### src/hdl/hpsc_pkg.sv
// Shared types, codes and helpers of the power state coordinator.
package hpsc_pkg;

    localparam int CPC_DEFAULT      = 4;
    localparam int CLUSTERS_DEFAULT = 2;
    localparam int CMDQ_DEPTH       = 2;
    localparam int RESQ_DEPTH       = 2;

    localparam logic [1:0] PS_ON  = 2'd0;
    localparam logic [1:0] PS_OFF = 2'd3;

    localparam logic [1:0] REG_CLUSTERS = 2'd0;
    localparam logic [1:0] REG_CORES0   = 2'd1;
    localparam logic [1:0] REG_CORES1   = 2'd2;

    typedef enum logic [1:0] {
        KIND_SET    = 2'd0,
        KIND_GET    = 2'd1,
        KIND_POLL   = 2'd2,
        KIND_RESUME = 2'd3
    } t_kind;

    typedef enum logic [3:0] {
        ACT_REPLY        = 4'd0,
        ACT_SUSP_CORE    = 4'd1,
        ACT_SUSP_CLUSTER = 4'd2,
        ACT_SUSP_COMPLEX = 4'd3,
        ACT_SYS_SUSPEND  = 4'd4,
        ACT_RES_COMPLEX  = 4'd5,
        ACT_RES_CLUSTER  = 4'd6,
        ACT_RES_CORE     = 4'd7,
        ACT_POLL_DONE    = 4'd8
    } t_action;

    typedef enum logic [2:0] {
        OP_SET    = 3'd0,
        OP_GET    = 3'd1,
        OP_POLL   = 3'd2,
        OP_RESUME = 3'd3,
        OP_ERR    = 3'd4
    } t_op;

    typedef struct packed {
        logic [1:0]  kind;
        logic [1:0]  cluster_sel;
        logic [2:0]  core_sel;
        logic [1:0]  req_core_state;
        logic [1:0]  req_cluster_state;
        logic [1:0]  req_complex_state;
        logic [15:0] irq_status;
    } t_req;

    typedef struct packed {
        logic [3:0] action;
        logic       act_cluster;
        logic [1:0] act_core;
        logic [1:0] act_state;
        logic       status;
        logic [1:0] cluster_state_out;
        logic [3:0] online_mask;
        logic       last;
    } t_res;

    // counts already saturated to the build limits
    typedef struct packed {
        logic [1:0] cl_cnt;
        logic [2:0] co_cnt0;
        logic [2:0] co_cnt1;
    } t_cfg;

    typedef struct packed {
        t_op         op;
        logic        cluster;
        logic [2:0]  core;
        logic [1:0]  cst;
        logic [1:0]  clst;
        logic [1:0]  cxst;
        logic [15:0] irq;
    } t_cmd;

    function automatic logic [2:0] core_cnt(t_cfg c, logic cl);
        return cl ? c.co_cnt1 : c.co_cnt0;
    endfunction

endpackage

### src/hdl/hpsc_fifo.sv
// Small register FIFO used for the command and result queues.
module hpsc_fifo #(
    parameter int W     = 8,
    parameter int DEPTH = 2
) (
    input  logic         i_clk,
    input  logic         i_rst_n,
    input  logic         i_push,
    input  logic [W-1:0] i_data,
    output logic         o_full,
    input  logic         i_pop,
    output logic [W-1:0] o_data,
    output logic         o_empty
);
    localparam int AW = DEPTH > 1 ? $clog2(DEPTH) : 1;
    localparam int CW = $clog2(DEPTH + 1);

    logic [W-1:0]  r_mem [DEPTH];
    logic [AW-1:0] r_wp, r_rp;
    logic [CW-1:0] r_cnt;
    logic          do_push, do_pop;

    assign o_full  = r_cnt == CW'(DEPTH);
    assign o_empty = r_cnt == '0;
    assign do_push = i_push && !o_full;
    assign do_pop  = i_pop && !o_empty;
    assign o_data  = r_mem[r_rp];

    always_ff @(posedge i_clk) begin
        if (!i_rst_n) begin
            r_wp  <= '0;
            r_rp  <= '0;
            r_cnt <= '0;
        end else begin
            if (do_push) begin
                r_wp <= (r_wp == AW'(DEPTH - 1)) ? '0 : r_wp + 1'b1;
            end
            if (do_pop) begin
                r_rp <= (r_rp == AW'(DEPTH - 1)) ? '0 : r_rp + 1'b1;
            end
            if (do_push && !do_pop) begin
                r_cnt <= r_cnt + 1'b1;
            end else if (do_pop && !do_push) begin
                r_cnt <= r_cnt - 1'b1;
            end
        end
    end

    always_ff @(posedge i_clk) begin
        if (do_push) begin
            r_mem[r_wp] <= i_data;
        end
    end

endmodule

### src/hdl/hpsc_front.sv
// Request intake: checks selectors and queues decoded commands.
module hpsc_front
    import hpsc_pkg::*;
(
    input  logic i_clk,
    input  logic i_rst_n,
    input  t_cfg i_cfg,
    input  logic push,
    output logic full,
    input  t_req i_req,
    output t_cmd o_cmd,
    output logic o_cmd_empty,
    input  logic i_cmd_pop
);
    t_cmd cmd;
    logic cl_bad, co_bad;

    always_comb begin
        cl_bad = {1'b0, i_req.cluster_sel} >= {1'b0, i_cfg.cl_cnt};
        co_bad = i_req.core_sel >= core_cnt(i_cfg, i_req.cluster_sel[0]);
        cmd.cluster = i_req.cluster_sel[0];
        cmd.core    = i_req.core_sel;
        cmd.cst     = i_req.req_core_state;
        cmd.clst    = i_req.req_cluster_state;
        cmd.cxst    = i_req.req_complex_state;
        cmd.irq     = i_req.irq_status;
        case (i_req.kind)
            KIND_SET:    cmd.op = (cl_bad || co_bad) ? OP_ERR : OP_SET;
            KIND_GET:    cmd.op = cl_bad ? OP_ERR : OP_GET;
            KIND_POLL:   cmd.op = OP_POLL;
            KIND_RESUME: cmd.op = OP_RESUME;
            default:     cmd.op = OP_ERR;
        endcase
    end

    hpsc_fifo #(
        .W     ($bits(t_cmd)),
        .DEPTH (CMDQ_DEPTH)
    ) u_cmdq (
        .i_clk   (i_clk),
        .i_rst_n (i_rst_n),
        .i_push  (push),
        .i_data  (cmd),
        .o_full  (full),
        .i_pop   (i_cmd_pop),
        .o_data  (o_cmd),
        .o_empty (o_cmd_empty)
    );

endmodule

### src/hdl/hpsc_back.sv
// Command sequencer: holds the power states and emits the action stream.
module hpsc_back
    import hpsc_pkg::*;
#(
    parameter int CORES_PER_CLUSTER = CPC_DEFAULT,
    parameter int CLUSTER_COUNT     = CLUSTERS_DEFAULT
) (
    input  logic i_clk,
    input  logic i_rst_n,
    input  t_cfg i_cfg,
    input  t_cmd i_cmd,
    input  logic i_cmd_empty,
    output logic o_cmd_pop,
    output t_res o_res,
    output logic empty,
    input  logic pop
);
    localparam int NCORE = CLUSTER_COUNT * CORES_PER_CLUSTER;
    localparam int IW    = NCORE > 1 ? $clog2(NCORE) : 1;

    typedef enum logic [11:0] {
        S_IDLE      = 12'b000000000001,
        S_SUSP_CORE = 12'b000000000010,
        S_SUSP_CL   = 12'b000000000100,
        S_SUSP_CX   = 12'b000000001000,
        S_SYS       = 12'b000000010000,
        S_RES_CX    = 12'b000000100000,
        S_RES_CL    = 12'b000001000000,
        S_RES_CO    = 12'b000010000000,
        S_SCAN      = 12'b000100000000,
        S_POLL_DONE = 12'b001000000000,
        S_GET       = 12'b010000000000,
        S_REPLY     = 12'b100000000000
    } t_state;

    function automatic logic [IW-1:0] cidx(logic cl, logic [2:0] co);
        return IW'(int'(cl) * CORES_PER_CLUSTER + int'(co));
    endfunction

    t_state     r_state, n_state;
    t_cmd       r_cmd;
    logic       r_tcl;
    logic [2:0] r_tco;
    logic       r_err;
    logic [1:0] r_core_st [NCORE];
    logic [1:0] r_cl_st [CLUSTER_COUNT];
    logic [1:0] r_cx_st;
    logic       r_lead_cl;
    logic [1:0] r_lead_co;

    t_res       res;
    logic       res_push, res_full, go;
    logic [1:0] cl_min, cx_min, cur_core;
    logic [3:0] mask;
    logic       hit, lead_ok, scan_last;
    logic [2:0] scan_co;
    logic       scan_cl;

    assign go        = !res_full;
    assign cur_core  = r_core_st[cidx(r_tcl, r_tco)];
    assign o_cmd_pop = (r_state == S_IDLE) && !i_cmd_empty;
    assign lead_ok   = ({1'b0, r_lead_cl} < i_cfg.cl_cnt)
                    && ({1'b0, r_lead_co} < core_cnt(i_cfg, r_lead_cl));

    // minima over children, online mask and interrupt hit for the target core
    always_comb begin
        int k, kf;
        cl_min = r_cmd.clst;
        for (int j = 0; j < CORES_PER_CLUSTER; j++) begin
            if (j < int'(core_cnt(i_cfg, r_tcl))
                && r_core_st[cidx(r_tcl, 3'(j))] < cl_min) begin
                cl_min = r_core_st[cidx(r_tcl, 3'(j))];
            end
        end
        cx_min = r_cmd.cxst;
        for (int i = 0; i < CLUSTER_COUNT; i++) begin
            if (i < int'(i_cfg.cl_cnt) && r_cl_st[i] < cx_min) begin
                cx_min = r_cl_st[i];
            end
        end
        mask = '0;
        for (int j = 0; j < 4; j++) begin
            if (j < CORES_PER_CLUSTER) begin
                mask[j] = r_core_st[cidx(r_tcl, 3'(j))] != PS_OFF;
            end
        end
        k   = int'(r_tcl) * CORES_PER_CLUSTER + int'(r_tco);
        kf  = k + 2 * CORES_PER_CLUSTER;
        hit = (k < 16 && r_cmd.irq[4'(k)]) || (kf < 16 && r_cmd.irq[4'(kf)]);
    end

    // next core of the poll walk
    always_comb begin
        scan_last = 1'b0;
        scan_cl   = r_tcl;
        scan_co   = r_tco + 1'b1;
        if (r_tco == 3'(CORES_PER_CLUSTER - 1)) begin
            scan_co = '0;
            scan_cl = 1'b1;
            if (!(r_tcl == 1'b0 && i_cfg.cl_cnt > 2'd1)) begin
                scan_last = 1'b1;
            end
        end
    end

    always_comb begin
        res          = '0;
        res_push     = 1'b0;
        res.act_cluster = r_tcl;
        res.act_core    = r_tco[1:0];
        case (r_state)
            S_SUSP_CORE: begin
                res_push      = 1'b1;
                res.action    = ACT_SUSP_CORE;
                res.act_state = r_cmd.cst;
            end
            S_SUSP_CL: begin
                res_push      = 1'b1;
                res.action    = ACT_SUSP_CLUSTER;
                res.act_state = cl_min;
            end
            S_SUSP_CX: begin
                res_push      = 1'b1;
                res.action    = ACT_SUSP_COMPLEX;
                res.act_state = cx_min;
            end
            S_SYS: begin
                res_push      = 1'b1;
                res.action    = ACT_SYS_SUSPEND;
                res.act_state = PS_OFF;
            end
            S_RES_CX: begin
                res_push      = 1'b1;
                res.action    = ACT_RES_COMPLEX;
                res.act_state = r_cx_st;
            end
            S_RES_CL: begin
                res_push      = 1'b1;
                res.action    = ACT_RES_CLUSTER;
                res.act_state = r_cl_st[r_tcl];
            end
            S_RES_CO: begin
                res_push      = 1'b1;
                res.action    = ACT_RES_CORE;
                res.act_state = cur_core;
                res.last      = r_cmd.op == OP_RESUME;
            end
            S_POLL_DONE: begin
                res_push    = 1'b1;
                res         = '0;
                res.action  = ACT_POLL_DONE;
                res.last    = 1'b1;
            end
            S_GET: begin
                res_push              = 1'b1;
                res                   = '0;
                res.action            = ACT_REPLY;
                res.cluster_state_out = r_cl_st[r_tcl];
                res.online_mask       = mask;
                res.last              = 1'b1;
            end
            S_REPLY: begin
                res_push   = 1'b1;
                res        = '0;
                res.action = ACT_REPLY;
                res.status = r_err;
                res.last   = 1'b1;
            end
            default: begin
                res_push = 1'b0;
            end
        endcase
    end

    always_comb begin
        n_state = r_state;
        case (r_state)
            S_IDLE: begin
                if (!i_cmd_empty) begin
                    case (i_cmd.op)
                        OP_SET:    n_state = (i_cmd.cst != PS_ON) ? S_SUSP_CORE : S_RES_CX;
                        OP_GET:    n_state = S_GET;
                        OP_POLL:   n_state = (i_cfg.cl_cnt == '0) ? S_POLL_DONE : S_SCAN;
                        OP_RESUME: n_state = lead_ok ? S_RES_CX : S_REPLY;
                        default:   n_state = S_REPLY;
                    endcase
                end
            end
            S_SUSP_CORE: if (go) n_state = S_SUSP_CL;
            S_SUSP_CL:   if (go) n_state = S_SUSP_CX;
            S_SUSP_CX:   if (go) n_state = (cx_min == PS_OFF) ? S_SYS : S_REPLY;
            S_SYS:       if (go) n_state = S_REPLY;
            S_RES_CX:    if (go) n_state = S_RES_CL;
            S_RES_CL:    if (go) n_state = S_RES_CO;
            S_RES_CO: begin
                if (go) begin
                    case (r_cmd.op)
                        OP_SET:  n_state = S_REPLY;
                        OP_POLL: n_state = scan_last ? S_POLL_DONE : S_SCAN;
                        default: n_state = S_IDLE;
                    endcase
                end
            end
            S_SCAN: begin
                if (hit && cur_core == PS_OFF && r_tco < core_cnt(i_cfg, r_tcl)) begin
                    n_state = S_RES_CX;
                end else if (scan_last) begin
                    n_state = S_POLL_DONE;
                end
            end
            S_POLL_DONE, S_GET, S_REPLY: if (go) n_state = S_IDLE;
            default: n_state = S_IDLE;
        endcase
    end

    always_ff @(posedge i_clk) begin
        if (!i_rst_n) begin
            r_state   <= S_IDLE;
            r_cx_st   <= PS_ON;
            r_lead_cl <= 1'b0;
            r_lead_co <= '0;
            for (int i = 0; i < NCORE; i++) begin
                r_core_st[i] <= (i == 0) ? PS_ON : PS_OFF;
            end
            for (int i = 0; i < CLUSTER_COUNT; i++) begin
                r_cl_st[i] <= (i == 0) ? PS_ON : PS_OFF;
            end
        end else begin
            r_state <= n_state;
            case (r_state)
                S_IDLE: begin
                    if (!i_cmd_empty) begin
                        r_cmd <= i_cmd;
                        r_err <= i_cmd.op != OP_SET;
                        case (i_cmd.op)
                            OP_POLL: begin
                                r_tcl <= 1'b0;
                                r_tco <= '0;
                            end
                            OP_RESUME: begin
                                r_tcl <= r_lead_cl;
                                r_tco <= {1'b0, r_lead_co};
                            end
                            default: begin
                                r_tcl <= i_cmd.cluster;
                                r_tco <= i_cmd.core;
                            end
                        endcase
                    end
                end
                S_SUSP_CORE: if (go) r_core_st[cidx(r_tcl, r_tco)] <= r_cmd.cst;
                S_SUSP_CL:   if (go) r_cl_st[r_tcl] <= cl_min;
                S_SUSP_CX:   if (go) r_cx_st <= cx_min;
                S_SYS: begin
                    if (go) begin
                        r_lead_cl <= r_tcl;
                        r_lead_co <= r_tco[1:0];
                    end
                end
                S_RES_CX: if (go) r_cx_st <= PS_ON;
                S_RES_CL: if (go) r_cl_st[r_tcl] <= PS_ON;
                S_RES_CO: begin
                    if (go) begin
                        r_core_st[cidx(r_tcl, r_tco)] <= PS_ON;
                        if (r_cmd.op == OP_POLL) begin
                            r_tcl <= scan_cl;
                            r_tco <= scan_co;
                        end
                    end
                end
                S_SCAN: begin
                    if (!(hit && cur_core == PS_OFF && r_tco < core_cnt(i_cfg, r_tcl))) begin
                        r_tcl <= scan_cl;
                        r_tco <= scan_co;
                    end
                end
                default: begin
                    r_err <= r_err;
                end
            endcase
        end
    end

    hpsc_fifo #(
        .W     ($bits(t_res)),
        .DEPTH (RESQ_DEPTH)
    ) u_resq (
        .i_clk   (i_clk),
        .i_rst_n (i_rst_n),
        .i_push  (res_push),
        .i_data  (res),
        .o_full  (res_full),
        .i_pop   (pop),
        .o_data  (o_res),
        .o_empty (empty)
    );

endmodule

### src/hdl/hierarchical_power_state_coordinator_top.sv
// Power state coordinator for a CPU complex: cores, clusters and complex.
//
// Requests enter through a queue-style port: an item is taken when push is
// high and full is low. Results leave the same way: the oldest result sits
// on o_res while empty is low and is taken when pop is high.
// Each request yields one to many results; the final one carries last.
// The intake decodes a request in the cycle it is taken and parks it in a
// two-entry command queue, so it keeps accepting while the sequencer works.
// The sequencer takes a command only while idle and then steps through one
// state per result; a poll also walks the core slots of the counted clusters
// and wakes each counted core that is off and has its interrupt pending.
// A request passes the command queue, the sequencer state and the result
// queue before its first result shows on o_res.
// A full result queue stalls the sequencer only; results are never dropped.
// Register writes (APB, pready always high) go to the core and cluster
// counts; they are meant for idle periods only.
// Synchronous reset leaves core 0 of cluster 0, cluster 0 and the complex
// on, everything else off, both queues empty and the counts at their
// defaults of one cluster and four cores per cluster.
module hierarchical_power_state_coordinator_top
    import hpsc_pkg::*;
#(
    parameter int CORES_PER_CLUSTER = CPC_DEFAULT,
    parameter int CLUSTER_COUNT     = CLUSTERS_DEFAULT
) (
    input  logic        i_clk,
    input  logic        i_rst_n,
    input  logic        psel,
    input  logic        penable,
    input  logic        pwrite,
    input  logic [3:0]  paddr,
    input  logic [31:0] pwdata,
    output logic [31:0] prdata,
    output logic        pready,
    input  logic        push,
    output logic        full,
    input  t_req        i_req,
    output logic        empty,
    input  logic        pop,
    output t_res        o_res
);
    logic [1:0] r_clusters;
    logic [2:0] r_cores0, r_cores1;
    t_cfg       cfg;
    t_cmd       cmd;
    logic       cmd_empty, cmd_pop;

    assign pready = 1'b1;

    always_ff @(posedge i_clk) begin
        if (!i_rst_n) begin
            r_clusters <= 2'd1;
            r_cores0   <= 3'd4;
            r_cores1   <= 3'd4;
        end else if (psel && penable && pwrite) begin
            case (paddr[3:2])
                REG_CLUSTERS: r_clusters <= pwdata[1:0];
                REG_CORES0:   r_cores0   <= pwdata[2:0];
                REG_CORES1:   r_cores1   <= pwdata[2:0];
                default:      r_clusters <= r_clusters;
            endcase
        end
    end

    always_comb begin
        case (paddr[3:2])
            REG_CLUSTERS: prdata = {30'd0, r_clusters};
            REG_CORES0:   prdata = {29'd0, r_cores0};
            REG_CORES1:   prdata = {29'd0, r_cores1};
            default:      prdata = '0;
        endcase
    end

    // counts beyond the build limits saturate
    always_comb begin
        cfg.cl_cnt  = (int'(r_clusters) > CLUSTER_COUNT) ? 2'(CLUSTER_COUNT) : r_clusters;
        cfg.co_cnt0 = (int'(r_cores0) > CORES_PER_CLUSTER) ? 3'(CORES_PER_CLUSTER) : r_cores0;
        cfg.co_cnt1 = (int'(r_cores1) > CORES_PER_CLUSTER) ? 3'(CORES_PER_CLUSTER) : r_cores1;
    end

    hpsc_front u_front (
        .i_clk       (i_clk),
        .i_rst_n     (i_rst_n),
        .i_cfg       (cfg),
        .push        (push),
        .full        (full),
        .i_req       (i_req),
        .o_cmd       (cmd),
        .o_cmd_empty (cmd_empty),
        .i_cmd_pop   (cmd_pop)
    );

    hpsc_back #(
        .CORES_PER_CLUSTER (CORES_PER_CLUSTER),
        .CLUSTER_COUNT     (CLUSTER_COUNT)
    ) u_back (
        .i_clk       (i_clk),
        .i_rst_n     (i_rst_n),
        .i_cfg       (cfg),
        .i_cmd       (cmd),
        .i_cmd_empty (cmd_empty),
        .o_cmd_pop   (cmd_pop),
        .o_res       (o_res),
        .empty       (empty),
        .pop         (pop)
    );

endmodule
### config.mk
export PLATFORM = sky130hd
export DESIGN_NAME = hierarchical_power_state_coordinator_top
export DESIGN_NICKNAME = d
export VERILOG_FILES = /design/src/hdl/hpsc_pkg.sv /design/src/hdl/hpsc_fifo.sv /design/src/hdl/hpsc_front.sv /design/src/hdl/hpsc_back.sv /design/src/hdl/hierarchical_power_state_coordinator_top.sv
export SDC_FILE = /design/constraint.sdc
export NUM_CORES = 1
export LEC_CHECK = 0
export ABC_AREA = 1
export BUFFER_PORTS_ARGS = -buffer_cell sky130_fd_sc_hd__buf_2
export CAP_MARGIN = 20
export CELL_PAD_IN_SITES_DETAIL_PLACEMENT = 1
export CELL_PAD_IN_SITES_GLOBAL_PLACEMENT = 1
export CORE_ASPECT_RATIO = 0.75
export CORE_MARGIN = 2
export CORE_UTILIZATION = 45
export CTS_CLUSTER_SIZE = 8
export DETAILED_ROUTE_END_ITERATION = 7
export GPL_TIMING_DRIVEN = 0
export PLACE_DENSITY_LB_ADDON = 0.25
export SETUP_SLACK_MARGIN = 0.4
export SLEW_MARGIN = 40
export SYNTH_ARGS = -nofsm -noshare
export SYNTH_HDL_FRONTEND = slang
export SYNTH_HIERARCHICAL = 1
export SYNTH_SLANG_ARGS = --single-unit
### constraint.sdc
create_clock -name i_clk -period 4.5 [get_ports i_clk]
set_input_delay 0 -clock i_clk [delete_from_list [all_inputs] [get_ports i_clk]]
set_output_delay 0 -clock i_clk [all_outputs]
set_load 0.05 [all_outputs]
==> flow_metrics.tcl <==
set metrics [dict create \
    status "finished clean" \
    cts_resized 0 \
    setup_viol 0 \
    worstPathMaxFanout 7 \
    syn_area_sq_mm 0.008915 \
    period_needed_ns 3.091 \
    slew_viol_final 0 \
    drcViolationCount 0 \
    nNetsFinal 1134 \
    clkLatencyLatePin_ns 0.44 \
    worstSetupEndpointType "register" \
    post-route-util 0.5576 \
    yosysSeqAreaShare 0.5592 \
    synth_edf_count 142 \
    tritoncts "done" \
    cp-startpoint "u_back/r_tcl" \
    wl_per_cell_um 17.58 \
    critPathKind "reg -> reg" \
    postCtsSetupBuffers 0 \
    initial_utilization 0.4600 \
    fp.dieW_um 166.5 \
    die_area_sq_mm 0.02096 \
    firstDrtPassIters 5 \
    grt_max_degree 23 \
    clockRootBuffer "clkbuf_16" \
    coreArea_sq_mm 0.01938 \
    num_antenna_cells 0 \
    power.leakage_uw 0.004505 \
    ios 124 \
    numClockSinks 178 \
    drive_above_1_share 0.2210 \
    skew_ns 0.01032 \
    final_common_cell "nand2_1" \
    grt_pass1_vias 6879 \
    cts_buffers 17 \
    max_freq_mhz 323.5 \
    ys.flop_type "edfxtp_1" \
    die_h_um 125.9 \
    fillCellCount 2168 \
    antenna_left 0 \
    first_iter_violations 475 \
    hold_viol 0 \
    layout_common_cells "nand2_1, edfxtp_1, inv_1" \
    gp_congestion 0.8711 \
    htreeDepth 4 \
    relSlewSlack 0.6245 \
    hold_buffers 41 \
    yosysWarnings 6 \
    syn_area_per_cell_sq_um 10.01 \
    required_ns 4.81 \
    pwr_density_cell_mw_per_mm2 565.7 \
    worstRegToRegCells 13 \
    worstMarginPinSlew_ns 0.5633 \
    rows 44 \
    cp.arrival_ns 3.41 \
    grt_pass1_wl_um 36970 \
    min_period_over_period 0.6870 \
    hpwl_um 17490 \
    viasPerCell 5.113 \
    antenna_found_initial 0 \
    power_uw 6112 \
    synth_cell_type_count 46 \
    clockBufferDepth 2 \
    synthArstFlopShare 0 \
    rsz0062_at_grt "false" \
    crit_end "u_back/r_state[0]" \
    overflow 0 \
    port_buffers 62 \
    area_growth_syn_to_layout_pct 21.21 \
    rrSetupSlack_ns 1.41 \
    path_clk_slew_ns 0.08 \
    vias 6708 \
    track_usage 0.2283 \
    synth-seq-cells 178 \
    synth_cells 891 \
    hp-class "in -> reg" \
    routed_wirelength_um 23060 \
    ir_worst_vdd_uv 309.8 \
    max-cap-violations 0 \
    rr_startpoint "u_back/r_tcl" \
    timing.rr.end "u_back/r_state[0]" \
    cp-start-kind "register" \
]
## per-stage QoR
step | TNS, ns | setup slack (ns) | hold WS (ns) | instances | instance area, sq um
global placement | -2.102 | -0.08276 | 0.1866 | 1234 | 9647
detailed placement | 0 | 1.501 | 0.1918 | 1239 | 9747
floorplan | 0 | 1.344 | 0.09887 | 919 | 9020
CTS | 0 | 1.492 | 0.005119 | 1312 | 10800
finish | 0 | 1.409 | 0.002650 | 1312 | 10810
global route | 0 | 1.219 | 0.01485 | 1312 | 10810
## cell usage after synthesis (all sizes together) (2+ instances only)
cell    number  area share
nand2      174       0.077
edfxtp     142        0.48
inv        124       0.052
nor2       107       0.049
nand3       50       0.035
mux2        46       0.067
o21ai       43       0.025
buf         39       0.036
dfxtp       36       0.081
a21oi       31       0.017
ha          16       0.022
nand4       16       0.011
o22ai       10      0.0070
clkbuf       9      0.0038
nor3         9      0.0051
a31oi        6      0.0042
a22oi        4      0.0034
mux2i        4      0.0045
nor4         4      0.0045
o211ai       4      0.0034
a211oi       3      0.0031
or2          3      0.0021
conb         2     0.00084
## cell families (layout without fill, tap and decap cells)
group                      count (synthesis)  after routing  synth area share
DFF                                      178            178            0.5592
other                                      2             30         0.0008424
adders and majority gates                 16             16           0.02246
buffers and inverters                    172            312           0.09151
AOI/OAI and AO/OA                        109            109           0.07088
muxes                                     50             50           0.07102
and+or+nand+nor                          364            364            0.1841
## sequential cells by signal, summed over array words and instances, names as in the netlist, named ones only
register              count
r_cores0                  3
u_back/r_lead_co          2
u_back/u_resq/r_rp        1
u_back/r_lead_cl          1
u_front/u_cmdq/r_mem     58
u_back/r_cmd             25
u_back/r_tcl              1
u_back/r_cl_st            4
r_cores1                  3
u_front/u_cmdq/r_cnt      2
u_back/u_resq/r_cnt       2
u_front/u_cmdq/r_rp       1
u_back/u_resq/r_mem      34
u_back/r_core_st         16
u_back/r_cx_st            2
u_back/r_tco              3
u_back/r_state           12
r_clusters                2
u_front/u_cmdq/r_wp       1
u_back/r_err              1
u_back/u_resq/r_wp        1
## area by class of cell
type	count	area (sq um)	share of cell area
buffer	48	350.3	0.03242
clock buffer	17	425.4	0.03937
clock inverter	15	212.7	0.01968
inverter	124	465.4	0.04308
multi-input combinational	569	3254	0.3012
sequential	178	4985	0.4613
tap	253	316.6	0.02930
timing repair buffer	108	795.8	0.07364
## critical path, stage by stage, from the launching register on
cell      delay (ns)
edfxtp_1        0.54
ha_1            0.48
inv_1           0.12
nand3_1         0.26
o22ai_1         0.17
nor2_1          0.25
nand4_1         0.12
nor2_1          0.25
nand2_2         0.10
nand3_2         0.12
nand3_4         0.14
nor2_4          0.20
a22o_1          0.17
nand2_1         0.04
## worst min-delay path by stage
stage	from	end	cells past startpoint
after floorplan	i_req[0]	u_front/u_cmdq/r_mem[0][0]	0
after global placement	i_req[21]	u_front/u_cmdq/r_mem[0][21]	1
after detailed placement	i_req[9]	u_front/u_cmdq/r_mem[0][9]	1
after CTS	push	u_front/u_cmdq/r_wp	4
after global routing	push	u_front/u_cmdq/r_wp	4
final	push	u_front/u_cmdq/r_wp	4
## power by group
group	internal (uW)	switching, uW
sequential	2110	151
clock	782	784
combinational	759	1530
## layer usage
layer / GRT usage / wire length [um] / vias up
li1: - / - / 3285
met1: 0.3116 / 10730 / 3235
met2: 0.3785 / 10880 / 163
met3: 0.04620 / 1151 / 25
met4: 0.05426 / 294 / 0
met5: 0 / 0 / -
Note: power is estimated with default switching activity, not from simulation.
